**config.mk**
```make
export PLATFORM = sky130hd
export DESIGN_NAME = glyph_atlas_shelf_allocator_unit
export DESIGN_NICKNAME = d
export VERILOG_FILES = /design/src/design/gasa_pkg.sv /design/src/design/gasa_pct_div.sv /design/src/design/glyph_atlas_shelf_allocator_unit.sv
export SDC_FILE = /design/constraint.sdc
export NUM_CORES = 1
export LEC_CHECK = 0
export ABC_AREA = 1
export BUFFER_PORTS_ARGS = -buffer_cell sky130_fd_sc_hd__buf_2
export CAP_MARGIN = 25
export CORE_MARGIN = 4
export CORE_UTILIZATION = 40
export DETAILED_ROUTE_END_ITERATION = 10
export PLACE_DENSITY = 0.6
export SYNTH_ARGS = -nofsm -noshare
export SYNTH_HDL_FRONTEND = slang
export SYNTH_HIERARCHICAL = 1
export SYNTH_SLANG_ARGS = --single-unit
```
**constraint.sdc**
```tcl
create_clock -name i_clk -period 8.63 [get_ports i_clk]
set_input_delay 0.4315 -clock i_clk [delete_from_list [all_inputs] [get_ports i_clk]]
set_output_delay 0.4315 -clock i_clk [all_outputs]
set_load 0.005 [all_outputs]
```
**src/design/gasa_pkg.sv**
```systemverilog
// Shared types and constants for the glyph atlas shelf allocator.
`timescale 1ns / 1ps
`default_nettype none

package gasa_pkg;

    // Field widths
    localparam int NUM_REGS   = 7;
    localparam int CFG_IDX_W  = 3;
    localparam int HEIGHT_W   = 9;
    localparam int WIDTH_W    = 11;
    localparam int COL_W      = 11;
    localparam int ORIGIN_X_W = 10;
    localparam int ORIGIN_Y_W = 8;
    localparam int PCT_W      = 7;
    localparam int PCT_SCALE  = 100;

    typedef logic [HEIGHT_W-1:0] t_height;

    // Shelf heights after reset
    localparam t_height HEIGHT_RST [NUM_REGS] = '{
        9'd16, 9'd24, 9'd24, 9'd32, 9'd32, 9'd40, 9'd88
    };

    typedef enum logic {
        ACT_PLACE = 1'b0,
        ACT_FLUSH = 1'b1
    } t_action;

    typedef enum logic [1:0] {
        ST_PLACED     = 2'd0,
        ST_TOO_TALL   = 2'd1,
        ST_NO_ROOM    = 2'd2,
        ST_FLUSH_DONE = 2'd3
    } t_status;

    typedef struct packed {
        t_action             action;
        logic [WIDTH_W-1:0]  glyph_width;
        logic [HEIGHT_W-1:0] glyph_height;
    } t_glyph_req;

    typedef struct packed {
        t_status               status;
        logic [ORIGIN_X_W-1:0] origin_x;
        logic [ORIGIN_Y_W-1:0] origin_y;
        logic                  flushed;
        logic [PCT_W-1:0]      free_percent;
    } t_glyph_rsp;

endpackage

`default_nettype wire

```
**src/design/gasa_pct_div.sv**
```systemverilog
// Free-width percentage unit: one multiply by the scaled reciprocal of the shelf total.
`timescale 1ns / 1ps
`default_nettype none

module gasa_pct_div #(
    parameter int NUM_SHELVES = 7,
    parameter int ATLAS_WIDTH = 1024
) (
    input  wire logic                                    i_clk,
    input  wire logic                                    i_rst_n,
    input  wire logic                                    i_start,
    input  wire logic [$clog2(NUM_SHELVES*ATLAS_WIDTH+1)-1:0] i_remaining,
    output logic                                         o_done,
    output logic [gasa_pkg::PCT_W-1:0]                   o_percent
);

    localparam int REM_W   = $clog2(NUM_SHELVES*ATLAS_WIDTH+1);
    localparam int QUOT_W  = gasa_pkg::PCT_W;
    localparam int NUM_W   = REM_W + QUOT_W;
    localparam int TOTAL   = NUM_SHELVES * ATLAS_WIDTH;
    // Shift wide enough that the rounded-up reciprocal is exact for every numerator
    localparam int SHIFT   = NUM_W + $clog2(TOTAL);
    localparam longint unsigned RECIP =
        ((64'd1 << SHIFT) + 64'(TOTAL) - 64'd1) / 64'(TOTAL);
    localparam longint unsigned SCALED_RECIP = RECIP * 64'(gasa_pkg::PCT_SCALE);
    localparam int K_W     = $clog2(SCALED_RECIP + 64'd1);
    localparam int PROD_W  = (REM_W + K_W > SHIFT + QUOT_W) ? REM_W + K_W : SHIFT + QUOT_W;

    logic [QUOT_W-1:0] r_q;
    logic              r_done;

    logic [PROD_W-1:0] w_prod;

    // Remaining width times 100 over the total, as one constant multiply
    assign w_prod = PROD_W'(i_remaining) * PROD_W'(SCALED_RECIP);

    // Result is ready in the cycle after start
    always_ff @(posedge i_clk) begin
        if (!i_rst_n) begin
            r_done <= 1'b0;
        end else begin
            r_done <= i_start;
        end
    end

    always_ff @(posedge i_clk) begin
        if (i_start) begin
            r_q <= w_prod[SHIFT +: QUOT_W];
        end
    end

    assign o_done    = r_done;
    assign o_percent = r_q;

endmodule

`default_nettype wire

```
**src/design/glyph_atlas_shelf_allocator_unit.sv**
```systemverilog
// Glyph atlas shelf allocator: sequencer, shelf state and response register.
//
// Requests arrive on the i_req valid/ready channel: a place carries a glyph
// width and height, a flush clears every shelf column. Each request gives
// exactly one response transaction on the o_rsp valid/ready channel with the
// status, placed origin, a flushed flag and the free shelf width in percent.
// Shelf heights are written through the i_cfg channel (always ready); the
// user must write them only while the block is idle, which the block does
// not enforce. Indexes beyond the last height register are ignored.
//
// One request is worked at a time and o_req_ready is low meanwhile. The
// shelf search walks one shelf per cycle (twice when it has to clear and
// retry), the free-width sum walks one shelf per cycle, and the percentage
// is one reciprocal multiply. o_req_ready returns in the same cycle that
// the response turns valid.
// The response sits in an output register; while the receiver stalls, the
// finished result waits there and the next request may already be taken,
// but its own response waits until the register frees up.
// Reset clears all shelf columns, loads the default shelf heights and
// drops any pending response.
`timescale 1ns / 1ps
`default_nettype none

module glyph_atlas_shelf_allocator_unit #(
    parameter int NUM_SHELVES = 7,
    parameter int ATLAS_WIDTH = 1024
) (
    input  wire logic                              i_clk,
    input  wire logic                              i_rst_n,
    input  wire logic                              i_req_valid,
    output logic                                   o_req_ready,
    input  wire gasa_pkg::t_glyph_req              i_req,
    output logic                                   o_rsp_valid,
    input  wire logic                              i_rsp_ready,
    output gasa_pkg::t_glyph_rsp                   o_rsp,
    input  wire logic                              i_cfg_valid,
    output logic                                   o_cfg_ready,
    input  wire logic [gasa_pkg::CFG_IDX_W-1:0]    i_cfg_index,
    input  wire logic [gasa_pkg::HEIGHT_W-1:0]     i_cfg_data
);

    localparam int IDX_W      = (NUM_SHELVES > 1) ? $clog2(NUM_SHELVES) : 1;
    localparam int COL_W      = gasa_pkg::COL_W;
    localparam int AW_W       = $clog2(ATLAS_WIDTH + 1);
    localparam int CMP_W      = (AW_W > COL_W + 1) ? AW_W : COL_W + 1;
    localparam int REM_W      = $clog2(NUM_SHELVES*ATLAS_WIDTH + 1);
    localparam int LAST_SHELF = NUM_SHELVES - 1;
    localparam int NUM_REGS   = gasa_pkg::NUM_REGS;
    localparam logic [CMP_W-1:0] AW_C = CMP_W'(ATLAS_WIDTH);
    localparam logic [gasa_pkg::CFG_IDX_W-1:0] LAST_REG =
        (LAST_SHELF < NUM_REGS) ? gasa_pkg::CFG_IDX_W'(LAST_SHELF) : '0;

    typedef enum logic [4:0] {
        S_IDLE   = 5'b00001,
        S_SEARCH = 5'b00010,
        S_SUM    = 5'b00100,
        S_DIV    = 5'b01000,
        S_OUT    = 5'b10000
    } t_state;

    // Registers
    t_state                              r_state, n_state;
    logic [IDX_W-1:0]                    r_idx, n_idx;
    logic [gasa_pkg::ORIGIN_Y_W-1:0]     r_row, n_row;
    logic                                r_retry, n_retry;
    logic [gasa_pkg::WIDTH_W-1:0]        r_w, n_w;
    logic [gasa_pkg::HEIGHT_W-1:0]       r_h, n_h;
    gasa_pkg::t_status                   r_status, n_status;
    logic [gasa_pkg::ORIGIN_X_W-1:0]     r_ox, n_ox;
    logic [gasa_pkg::ORIGIN_Y_W-1:0]     r_oy, n_oy;
    logic                                r_flushed, n_flushed;
    logic [REM_W-1:0]                    r_rem, n_rem;
    logic                                r_start, n_start;
    logic [COL_W-1:0]                    r_col [NUM_SHELVES];
    gasa_pkg::t_height                   r_height [NUM_REGS];
    logic                                r_rsp_valid;
    gasa_pkg::t_glyph_rsp                r_rsp;

    // Combinational helpers
    logic [3:0]                          w_idx_ext;
    gasa_pkg::t_height                   w_sh;
    gasa_pkg::t_height                   w_last_h;
    logic [COL_W-1:0]                    w_col;
    logic [CMP_W-1:0]                    w_col_x;
    logic [CMP_W-1:0]                    w_sum;
    logic [CMP_W-1:0]                    w_term;
    logic                                w_fit;
    logic                                w_last;
    logic                                w_clear;
    logic                                w_place;
    logic                                w_slot_free;
    logic                                w_div_done;
    logic [gasa_pkg::PCT_W-1:0]          w_percent;

    // Shelf lookups at the walking index
    assign w_idx_ext = 4'(r_idx);
    assign w_sh      = (w_idx_ext < 4'(NUM_REGS)) ? r_height[w_idx_ext[2:0]] : '0;
    assign w_last_h  = (LAST_SHELF < NUM_REGS) ? r_height[LAST_REG] : '0;
    assign w_col     = r_col[r_idx];
    assign w_col_x   = CMP_W'(w_col);
    assign w_sum     = w_col_x + CMP_W'(r_w);
    assign w_fit     = (r_h <= w_sh) && (w_sum < AW_C);
    assign w_term    = (w_col_x < AW_C) ? (AW_C - w_col_x) : '0;
    assign w_last    = (r_idx == IDX_W'(LAST_SHELF));
    assign w_slot_free = !r_rsp_valid || i_rsp_ready;

    // Sequencer
    always_comb begin
        n_state   = r_state;
        n_idx     = r_idx;
        n_row     = r_row;
        n_retry   = r_retry;
        n_w       = r_w;
        n_h       = r_h;
        n_status  = r_status;
        n_ox      = r_ox;
        n_oy      = r_oy;
        n_flushed = r_flushed;
        n_rem     = r_rem;
        n_start   = 1'b0;
        w_clear   = 1'b0;
        w_place   = 1'b0;
        case (r_state)
            S_IDLE: begin
                if (i_req_valid) begin
                    n_w       = i_req.glyph_width;
                    n_h       = i_req.glyph_height;
                    n_idx     = '0;
                    n_row     = '0;
                    n_retry   = 1'b0;
                    n_ox      = '0;
                    n_oy      = '0;
                    n_rem     = '0;
                    n_flushed = 1'b0;
                    if (i_req.action == gasa_pkg::ACT_FLUSH) begin
                        w_clear   = 1'b1;
                        n_flushed = 1'b1;
                        n_status  = gasa_pkg::ST_FLUSH_DONE;
                        n_state   = S_SUM;
                    end else if (i_req.glyph_height > w_last_h) begin
                        n_status = gasa_pkg::ST_TOO_TALL;
                        n_state  = S_SUM;
                    end else begin
                        n_state = S_SEARCH;
                    end
                end
            end
            S_SEARCH: begin
                if (w_fit) begin
                    w_place  = 1'b1;
                    n_ox     = w_col[gasa_pkg::ORIGIN_X_W-1:0];
                    n_oy     = r_row;
                    n_status = gasa_pkg::ST_PLACED;
                    n_idx    = '0;
                    n_state  = S_SUM;
                end else if (w_last) begin
                    n_idx = '0;
                    n_row = '0;
                    if (r_retry) begin
                        n_status = gasa_pkg::ST_NO_ROOM;
                        n_state  = S_SUM;
                    end else begin
                        // Nothing fits: clear all shelves and search again
                        w_clear   = 1'b1;
                        n_flushed = 1'b1;
                        n_retry   = 1'b1;
                    end
                end else begin
                    n_idx = r_idx + IDX_W'(1);
                    n_row = r_row + w_sh[gasa_pkg::ORIGIN_Y_W-1:0];
                end
            end
            S_SUM: begin
                n_rem = r_rem + REM_W'(w_term);
                if (w_last) begin
                    n_start = 1'b1;
                    n_state = S_DIV;
                end else begin
                    n_idx = r_idx + IDX_W'(1);
                end
            end
            S_DIV: begin
                if (w_div_done) begin
                    n_state = S_OUT;
                end
            end
            S_OUT: begin
                if (w_slot_free) begin
                    n_state = S_IDLE;
                end
            end
            default: begin
                n_state = S_IDLE;
            end
        endcase
    end

    // Control state
    always_ff @(posedge i_clk) begin
        if (!i_rst_n) begin
            r_state <= S_IDLE;
            r_start <= 1'b0;
        end else begin
            r_state <= n_state;
            r_start <= n_start;
        end
    end

    // Working payload
    always_ff @(posedge i_clk) begin
        r_idx     <= n_idx;
        r_row     <= n_row;
        r_retry   <= n_retry;
        r_w       <= n_w;
        r_h       <= n_h;
        r_status  <= n_status;
        r_ox      <= n_ox;
        r_oy      <= n_oy;
        r_flushed <= n_flushed;
        r_rem     <= n_rem;
    end

    // Shelf fill columns
    always_ff @(posedge i_clk) begin
        if (!i_rst_n || w_clear) begin
            for (int i = 0; i < NUM_SHELVES; i++) begin
                r_col[i] <= '0;
            end
        end else if (w_place) begin
            r_col[r_idx] <= w_sum[COL_W-1:0];
        end
    end

    // Shelf height registers
    always_ff @(posedge i_clk) begin
        if (!i_rst_n) begin
            for (int i = 0; i < NUM_REGS; i++) begin
                r_height[i] <= gasa_pkg::HEIGHT_RST[i];
            end
        end else if (i_cfg_valid &&
                     (i_cfg_index < gasa_pkg::CFG_IDX_W'(NUM_REGS))) begin
            r_height[i_cfg_index] <= i_cfg_data;
        end
    end

    // Percentage unit
    gasa_pct_div #(
        .NUM_SHELVES (NUM_SHELVES),
        .ATLAS_WIDTH (ATLAS_WIDTH)
    ) u_pct_div (
        .i_clk       (i_clk),
        .i_rst_n     (i_rst_n),
        .i_start     (r_start),
        .i_remaining (r_rem),
        .o_done      (w_div_done),
        .o_percent   (w_percent)
    );

    // Response register
    always_ff @(posedge i_clk) begin
        if (!i_rst_n) begin
            r_rsp_valid <= 1'b0;
        end else if ((r_state == S_OUT) && w_slot_free) begin
            r_rsp_valid <= 1'b1;
        end else if (i_rsp_ready) begin
            r_rsp_valid <= 1'b0;
        end
    end

    always_ff @(posedge i_clk) begin
        if ((r_state == S_OUT) && w_slot_free) begin
            r_rsp.status       <= r_status;
            r_rsp.origin_x     <= r_ox;
            r_rsp.origin_y     <= r_oy;
            r_rsp.flushed      <= r_flushed;
            r_rsp.free_percent <= w_percent;
        end
    end

    assign o_req_ready = (r_state == S_IDLE);
    assign o_rsp_valid = r_rsp_valid;
    assign o_rsp       = r_rsp;
    assign o_cfg_ready = 1'b1;

endmodule

`default_nettype wire
```
==> summary.txt, run 1 <==
Status
  – Outcome: complete, no violations

Routing
  – Average wire per standard cell: 17.6 microns
  – Antenna-violating nets left: 0
  – Remaining DRCs: 0
  – Routed vias: 12900
  – Drt first pass iters: 5
  – Via density: 5.06
  – DR iter-0 viols: 1268
  – Post-Route WL: 45100 microns

Global routing
  – Grt ovf: 0
  – GRT Overall Usage: 18.9%
  – Antenna violations before repair: 0
  – Number of global-route vias before repair: 12900
  – First-pass GRT wire length: 70600 microns
  – Largest net degree at the start of global routing: 63

Yosys
  – Syn Inst Count: 1872
  – Mapped cell area: 17500 sq um
  – Post-synth top area cell: edfxtp_1
  – Async SR Flop Fraction: 0%
  – Synth top area share: 41.3%
  – Avg Cell Area, Syn: 9.36 sq um
  – Post-synth EDFFs: 241
  – Distinct cells, synth: 48
  – Synth top area cells: edfxtp_1 41%, ha_1 12%, fa_1 8.7%
  – Synth Register Bits: 272
  – Dominant synthesized flop cell: edfxtp_1
  – Most numerous cell in the Yosys netlist: inv_1
  – Sequential area share after synthesis: 44.8%
  – Top cells by count, synth: 330 x inv_1, 295 x nor2_1, 241 x edfxtp_1, 231 x nand2_1, 166 x ha_1
  – Yosys warns: 6

Clock network
  – Clock Latency Late Sink: 0.58 ns
  – CTS H-tree lvls: 1
  – CTS tree: done
  – Post-CTS sizing: 0
  – CTS root buf: clkbuf_16
  – Clk slew on worst S/H paths: 0.06 ns
  – Total clock sinks: 272
  – Inserted Clock Buffers: 30
  – CTS Hold Bufs: 0
  – Clock Tree Buf Depth: 3
  – Post-CTS Repair Setup Buffers: 0

Placement
  – Post-DP HPWL: 35000 microns
  – Gpl congestion: 0.910
  – IO buf count: 67

Final layout
  – Synthesis-to-finish area growth: 11.6%
  – Filler Cells Inserted: 4185
  – N_diodes: 0
  – Register Area: 7860 sq um
  – Area of the multi-input gates: 8220 sq um
  – Final nets: 2227
  – Layout cells sized above 1: 8.22%

STA
  – Skew final: 0.0232 ns
  – Final setup violation count: 0
  – Period minus WS final: 5.91 ns
  – Max-slew violations: 0
  – Max Fclk: 169 MHz
  – Final worst-path cycle share: 68.5%
  – TNS Setup: 0 ns
  – RSZ-0062 raised after global routing: no
  – Worst rel slew slack: 34.8%
  – Final hold violation count: 0
  – Worst Max-Slew Pin Slew: 0.968 ns

Setup path
  – R2R depth: 21
  – Crit path DAT: 6.13 ns
  – CP Capture Point: r_col[3][10]
  – Crit. End Element: flop
  – Crit-path cells: buf_16 -> inv_2 -> buf_4 -> o21ai_0 -> o21ai_0 -> inv_1 -> o21ai_1 -> ha_1 -> inv_1 -> fa_1 -> inv_1 -> nand3_1 -> nand3_1 -> nand2_1 -> nand2_2 -> nand3_2 -> nor2_4 -> nand4_2 -> nor2_2 -> nand3_1 -> nand2_1
  – CP required: 8.85 ns
  – R2R Path End: r_col[3][10]
  – Critical Path Max Stage Delay: 0.53 ns
  – Critical Path Start Type: flop
  – Crit. path cell count: 21
  – CP Class: flop to flop
  – Top delay family on crit path: simple AND/OR/NAND/NOR gates
  – Worst-path maximum fanout: 55
  – R2R setup slack: 2.72 ns
  – CP max-delay cell: dfxtp_2
  – Worst path buffer plus inverter count: 6

Floorplanning
  – Chip width: 217 microns
  – Placeable Area: 43200 sq um
  – Die area: 47200 sq um
  – Starting Density: 40.6%
  – Row count: 76
  – Boundary pin count: 69
  – Die Ht: 217 microns

Job
  – MaxCap Viol Count: 0

Min path
  – WHS Path Cells: 1
  – Worst Hold Class: input pin to flop
## per-layer routing
layer	global-route usage (%)	wire length, microns
met2	32.4	21600
met1	25.5	20000
met3	2.57	2190
met4	4.73	1250
met5	0	0
## state kept, by name, indices dropped and copies added, names as in the netlist, 2 cells and up, named ones only
signal,cells
o_rsp,28
r_col,88
r_h,9
r_height,72
r_idx,3
r_ox,10
r_oy,8
r_rem,13
r_row,8
r_state,5
r_status,2
r_w,11
u_pct_div/o_percent,7
## final cells by class
cell class                 count  area share, %
sequential                   272           40.2
tap                          585           3.74
multi-input combinational   1225           42.0
clock inverter                12           1.01
clock buffer                  43           4.34
inverter                     344           6.60
timing repair buffer          74           2.09
## per-stage QoR
| stage | instances | instance area [sq um] | util (%) | setup slack [ns] | hold slack, ns |
|---|---|---|---|---|---|
| floorplan | 1888 | 17600 | - | 4.18 | 0.400 |
| CTS | 2554 | 19500 | 45.2 | 2.46 | 0.00634 |
| global route | 2555 | 19600 | 45.3 | 2.25 | 0.00899 |
| global placement | 2498 | 18500 | 42.8 | 2.66 | 0.401 |
| finish | 2555 | 19600 | 45.3 | 2.72 | 0.0334 |
| detailed placement | 2499 | 18500 | 42.8 | 2.47 | 0.405 |
## placed cells by master, fill, tap and decap left out, drive strengths merged, types with 2 or more instances in the layout
master  netlist  routed
nor3         23      23
buf          21      74
o211ai       17      17
nand4        13      13
nor4          4       4
o21a          5       5
nand3        39      39
dfxtp        31      31
xnor2         4       4
a31oi         8       8
or2           4       4
o221ai        2       2
nand2       236     236
a21o          4       4
o22ai        18      18
nor2        302     302
bufinv        0       5
conb          2      18
a21oi       106     106
fa           76      76
inv         337     337
edfxtp      241     241
ha          166     166
xor2         13      13
o21ai       153     153
o31ai         3       3
o21bai        6       6
clkbuf       26      43
clkinv        7      14
## worst min-delay path by stage
stage                to              startpoint
6_report         r_w[0]                i_req[9]
5_1_grt          r_w[0]                i_req[9]
4_1_cts          r_w[0]                i_req[9]
3_5_place_dp   o_rsp[0]  u_pct_div/o_percent[0]
3_3_place_gp   o_rsp[6]  u_pct_div/o_percent[6]
2_1_floorplan  o_rsp[0]  u_pct_div/o_percent[0]
## kinds of logic (layout without fill, tap and decap cells)
kind of cell,count (synthesis),in the layout,share of synthesized area (%)
buffers and inverters,391,473,8.71
AOI/OAI and AO/OA,327,327,10.3
adders and majority gates,242,242,20.5
DFF,272,272,44.8
xor gates and xnor gates,17,17,0.850
other,2,18,0.0429
and+or+nand+nor,621,621,14.8
Power of run 1 is not shown: default switching activity piles up to over one toggle a cycle in this logic, so the estimate is an artifact.
==> run 2: changes to the inputs <==
clock period = 5.9 ns   (was 8.63 ns; I/O delays follow)
==> run 2 against run 1 <==
Effect of this change: first-iteration DRC count down 12%; highest routed layer unchanged; worst setup slack got worse by 2.0 ns; register-to-register slack got worse by 2.0 ns; sequential share of layout area down 0.24 points; clock skew decreased by 0.014 ns; largest cell class unchanged.
==> summary.txt, run 2 (synthesized netlist as in run 1, its figures left out) <==
Routing
  – Antenna-violating nets left: 0 (unchanged)
  – DR iter-0 viols: 1117 (was 1268)
  – Post-Route WL: 44400 microns (was 45100 microns)
  – Drt first pass iters: 6 (was 5)
  – Routed vias: 13000 (was 12900)
  – Remaining DRCs: 0 (unchanged)
  – Via density: 5.04 (was 5.06)
  – Average wire per standard cell: 17.2 microns (was 17.6 microns)

Floorplanning
  – Chip width: 217 microns (unchanged)
  – Die Ht: 217 microns (unchanged)
  – Placeable Area: 43200 sq um (unchanged)
  – Die area: 47200 sq um (unchanged)
  – Row count: 76 (unchanged)
  – Starting Density: 40.6% (unchanged)
  – Boundary pin count: 69 (unchanged)

Global routing
  – GRT Overall Usage: 18.7% (was 18.9%)
  – Number of global-route vias before repair: 13100 (was 12900)
  – Grt ovf: 0 (unchanged)
  – First-pass GRT wire length: 70300 microns (was 70600 microns)
  – Antenna violations before repair: 0 (unchanged)
  – Largest net degree at the start of global routing: 62 (was 63)

STA
  – Fin Hold WS: 0.0816 ns (was 0.0334 ns)
  – Period minus WS final: 5.17 ns (was 5.91 ns)
  – Worst rel slew slack: 43.0% (was 34.8%)
  – TNS Setup: 0 ns (unchanged)
  – Final setup violation count: 0 (unchanged)
  – Skew final: 0.00954 ns (was 0.0232 ns)
  – Max-slew violations: 0 (unchanged)
  – Final hold violation count: 0 (unchanged)
  – Final worst-path cycle share: 87.7% (was 68.5%)
  – RSZ-0062 raised after global routing: no (unchanged)
  – Max Fclk: 193 MHz (was 169 MHz)
  – Worst Max-Slew Pin Slew: 0.853 ns (was 0.968 ns)

Placement
  – Post-DP HPWL: 34300 microns (was 35000 microns)
  – IO buf count: 67 (unchanged)
  – Gpl congestion: 0.956 (was 0.910)

Setup path
  – CP Class: flop to flop (unchanged)
  – Top delay family on crit path: simple AND/OR/NAND/NOR gates (unchanged)
  – Crit-path cells: clkinvlp_4 -> a21oi_1 -> o21ai_0 -> o21ai_0 -> inv_1 -> o21ai_0 -> ha_1 -> nand2_1 -> inv_1 -> a21oi_1 -> nand4_1 -> nand2_2 -> nand3_2 -> nor2_4 -> nand4_2 -> nor2_2 -> nand3_1 -> nand2_1 (was buf_16 -> inv_2 -> buf_4 -> o21ai_0 -> o21ai_0 -> inv_1 -> o21ai_1 -> ha_1 -> inv_1 -> fa_1 -> inv_1 -> nand3_1 -> nand3_1 -> nand2_1 -> nand2_2 -> nand3_2 -> nor2_4 -> nand4_2 -> nor2_2 -> nand3_1 -> nand2_1)
  – CP required: 6.11 ns (was 8.85 ns)
  – Critical Path Max Stage Delay: 0.60 ns (was 0.53 ns)
  – Crit path DAT: 5.38 ns (was 6.13 ns)
  – CP max-delay cell: dfxtp_2 (unchanged)
  – Worst-path maximum fanout: 23 (was 55)
  – Worst path buffer plus inverter count: 3 (was 6)
  – Critical Path Start Type: flop (unchanged)
  – Cell mode on critical path: o21ai_0
  – Crit. End Element: flop (unchanged)

Clock network
  – Inserted Clock Buffers: 29 (was 30)
  – Total clock sinks: 272 (unchanged)
  – Clk slew on worst S/H paths: 0.06 ns (about the same)
  – CTS root buf: clkbuf_16 (unchanged)
  – CTS tree: done (unchanged)
  – Clock Tree Buf Depth: 3 (unchanged)
  – CTS H-tree lvls: 1 (unchanged)
  – Post-CTS Repair Setup Buffers: 0 (unchanged)
  – Clock Latency Late Sink: 0.57 ns (was 0.58 ns)

Final layout
  – Largest reg by FF count: r_col (unchanged)
  – Most frequent cells in the layout: 329 x inv_1, 293 x nor2_1, 241 x edfxtp_1 (was 330 x inv_1, 293 x nor2_1, 241 x edfxtp_1)
  – Synthesis-to-finish area growth: 12.3% (was 11.6%)
  – Layout cells sized above 1: 8.47% (was 8.22%)
  – N_diodes: 0 (unchanged)
  – Commonest non-fill, non-tap cell in the layout: inv_1 (unchanged)
  – Final nets: 2252 (was 2227)
  – Max reg flops: 88 (unchanged)

Job
  – MaxCap Viol Count: 0 (unchanged)

Min path
  – Worst Hold Class: input pin to flop (unchanged)

Status
  – Outcome: complete, no violations (unchanged)
-- run 2: cell types whose count changed in the layout (fill, tap and decap cells not counted), sizes merged --
cell | before | now
clkbuf | 43 | 40
clkinvlp | 0 | 3
buf | 74 | 79
inv | 337 | 338
clkinv | 14 | 16
dlygate4sd3 | 0 | 20
bufinv | 5 | 2
-- run 2: repair_timing --
action | 4_1_cts | 5_1_grt
setup endpoints to repair | 0 | 22
resized for setup | 0 | 3
hold buffers | 20 | 0
hold endpoints to repair | 20 | 0
-- run 2: area by class of cell --
| class | instances | area (sq um) |
|---|---|---|
| timing repair buffer | 99 | 626 |
| sequential | 272 | 7860 |
| fill | 4169 | 23500 |
| clock buffer | 40 | 807 |
| tap | 585 | 732 |
| multi-input combinational | 1225 | 8210 |
| timing repair inverter | 1 | 7.51 |
| inverter | 344 | 1290 |
| clock inverter | 14 | 139 |
-- run 2: stage by stage --
step / cell area (sq um) / instances / utilization [%] / worst slack [ns]
global route: 19700 / 2580 / 45.6 / 0.317
finish: 19700 / 2580 / 45.6 / 0.728
CTS: 19700 / 2578 / 45.5 / 0.516
global placement: 18500 / 2504 / 42.9 / 0.759
floorplan: 17600 / 1888 / - / 1.45
detailed placement: 18500 / 2504 / 42.9 / 0.548
-- run 2: final timing paths --
| kind | cells past startpoint | slack (ns) | from | to |
|---|---|---|---|---|
| setup / recovery | 18 | 0.73 | flop | r_col[3][5] |
| setup reg to reg | 18 | 0.73 | flop | r_col[3][5] |
| hold reg to reg | 0 | 0.42 | r_ox[7] | o_rsp[23] |
| hold / removal | 3 | 0.08 | i_cfg_index[0] | r_height[0][4] |
-- run 2: layer usage --
layer	wire (microns)	up-vias	global-route usage, %	part of all wire [%]
li1	-	6373	-	-
met1	18900	6140	24.8	43
met2	21300	394	32.0	48
met3	2720	89	2.93	6.1
met4	1430	0	5.38	3.2
met5	0	-	0	0
-- run 2: worst register-to-register path, delay by kind of cell, from the launching register on --
family,cells,cell delay (ns)
AND/OR/NAND/NOR,9,2.18
AO/OA/AOI/OAI,5,1.04
flip-flops,1,0.60
buffers and inverters,3,0.58
adder cells (fa/ha/maj),1,0.39
Power of run 2 is left out for the same reason.
==> run 3: changes to the inputs <==
MAX_ROUTING_LAYER = met4   (was unset)
TNS_END_PERCENT = 50   (was unset)
==> run 3 against run 2 <==
Effect of this change: first-iteration DRC count decreased by 12%; highest routed layer unchanged; die area unchanged; global-route usage increased by 0.46 points; count of clock-buffer cells in the layout decreased by 1; critical endpoint is now r_col[3][0]; worst hold slack improved by 0.0010 ns; critical path depth increased by 2; largest cell class unchanged; flip-flop and latch count unchanged; worst setup slack improved by 0.11 ns; utilization about the same; via count decreased by 1.0%.
==> summary.txt, run 3 (synthesized netlist as in run 1, its figures left out) <==
Final layout
  – Layout cells sized above 1: 8.41% (was 8.47%)
  – Area of the multi-input gates: 8210 sq um (unchanged)
  – Max reg flops: 88 (unchanged)
  – Filler Cells Inserted: 4189 (was 4169)
  – Register Area: 7860 sq um (about the same)
  – Commonest non-fill, non-tap cell in the layout: inv_1 (unchanged)
  – Largest reg by FF count: r_col (unchanged)
  – Final nets: 2254 (was 2252)
  – Most frequent cells in the layout: 330 x inv_1, 293 x nor2_1, 241 x edfxtp_1 (was 329 x inv_1, 293 x nor2_1, 241 x edfxtp_1)
  – Non-Filler Instances: 2582 (was 2580)
  – Design Area, Final: 19700 sq um (about the same)
  – N_diodes: 0 (unchanged)
  – Synthesis-to-finish area growth: 12.4% (was 12.3%)

STA
  – Final setup violation count: 0 (unchanged)
  – Final worst-path cycle share: 85.8% (was 87.7%)
  – Fin Hold WS: 0.0827 ns (was 0.0816 ns)
  – Worst Max-Slew Pin Slew: 0.912 ns (was 0.853 ns)
  – Worst rel slew slack: 39.0% (was 43.0%)
  – Skew final: 0.0142 ns (was 0.00954 ns)
  – Final hold violation count: 0 (unchanged)
  – Max Fclk: 198 MHz (was 193 MHz)
  – Max-slew violations: 0 (unchanged)
  – TNS Setup: 0 ns (unchanged)
  – Period minus WS final: 5.06 ns (was 5.17 ns)
  – RSZ-0062 raised after global routing: no (unchanged)

Floorplanning
  – Row count: 76 (unchanged)
  – Boundary pin count: 69 (unchanged)
  – Die Ht: 217 microns (unchanged)
  – Chip width: 217 microns (unchanged)
  – Placeable Area: 43200 sq um (unchanged)
  – Starting Density: 40.6% (unchanged)
  – Die area: 47200 sq um (unchanged)

Clock network
  – Clk slew on worst S/H paths: 0.06 ns (about the same)
  – Clock Latency Late Sink: 0.57 ns (about the same)
  – Clock Tree Buf Depth: 3 (unchanged)
  – CTS root buf: clkbuf_16 (unchanged)
  – CTS H-tree lvls: 1 (unchanged)
  – Post-CTS Repair Setup Buffers: 0 (unchanged)
  – Total clock sinks: 272 (unchanged)
  – CTS tree: done (unchanged)
  – Inserted Clock Buffers: 29 (unchanged)
  – CTS Hold Bufs: 20 (unchanged)
  – Post-CTS sizing: 0 (unchanged)

Setup path
  – CP Class: flop to flop (unchanged)
  – CP required: 6.11 ns (about the same)
  – Critical Path Start Type: flop (unchanged)
  – Crit. End Element: flop (unchanged)
  – Worst-path maximum fanout: 50 (was 23)
  – Crit path DAT: 5.27 ns (was 5.38 ns)

Routing
  – Antenna-violating nets left: 0 (unchanged)
  – DR iter-0 viols: 979 (was 1117)
  – Via density: 4.98 (was 5.04)
  – Average wire per standard cell: 17.0 microns (was 17.2 microns)
  – Remaining DRCs: 0 (unchanged)
  – Post-Route WL: 43900 microns (was 44400 microns)
  – Drt first pass iters: 5 (was 6)
  – Routed vias: 12900 (was 13000)

Global routing
  – First-pass GRT wire length: 70200 microns (was 70300 microns)
  – Grt ovf: 0 (unchanged)
  – Number of global-route vias before repair: 13200 (was 13100)
  – Largest net degree at the start of global routing: 62 (unchanged)
  – Antenna violations before repair: 0 (unchanged)
  – GRT Overall Usage: 19.2% (was 18.7%)

Placement
  – Dpl cell area: 18500 sq um (about the same)
  – Post-DP HPWL: 34500 microns (was 34300 microns)
  – Placed Cells: 2508 (was 2504)
  – Gpl congestion: 0.941 (was 0.956)
  – IO buf count: 67 (unchanged)

Job
  – MaxCap Viol Count: 0 (unchanged)

Status
  – Outcome: complete, no violations (unchanged)

Min path
  – Worst Hold Class: input pin to flop (unchanged)
[run 3: path summary, 6_finish.rpt]
kind | slack (ns) | endpoint | cells after the start | from
max | 0.84 | r_col[3][0] | 20 | flop
min | 0.08 | r_height[0][4] | 3 | i_cfg_index[0]
max reg2reg | 0.84 | r_col[3][0] | 20 | flop
min reg2reg | 0.42 | o_rsp[1] | 0 | u_pct_div/o_percent[1]
[run 3: critical path, cell delays in order (launching register included)]
cell	delay, ns
dfxtp_2	0.32
inv_2	0.52
buf_4	0.38
buf_4	0.28
o21ai_0	0.12
o211ai_1	0.20
o211ai_1	0.15
ha_1	0.33
nand2_1	0.10
inv_1	0.06
nand2_1	0.06
nand2_1	0.04
nand2_1	0.05
nand3_1	0.07
nand2_1	0.14
nand3_2	0.15
nor2_4	0.14
nand4_2	0.41
nor2_2	0.34
nand3_1	0.34
nand2_1	0.47
[run 3: final cells by class]
class	instances	area share (%)
Multi-Input combinational cell	1225	41.7
Inverter	344	6.56
Sequential cell	272	39.9
Timing Repair Buffer	102	3.29
Tap cell	585	3.72
Clock buffer	39	4.08
Clock inverter	15	0.756
[run 3: stage by stage]
stage	setup slack (ns)	util [%]
final	0.840	45.6
after CTS	0.855	45.6
after global routing	0.295	45.6
after global placement	1.05	43.0
after floorplan	1.45	-
after detailed placement	0.875	43.0
[run 3: per-layer routing]
layer	wire [microns]	track usage (%)	up-vias
met5	0	-	-
met4	1290	5.41	0
met3	2020	2.14	81
met2	21600	33.3	309
met1	18900	24.0	6106
li1	-	-	6366
Power of run 3 is left out for the same reason.
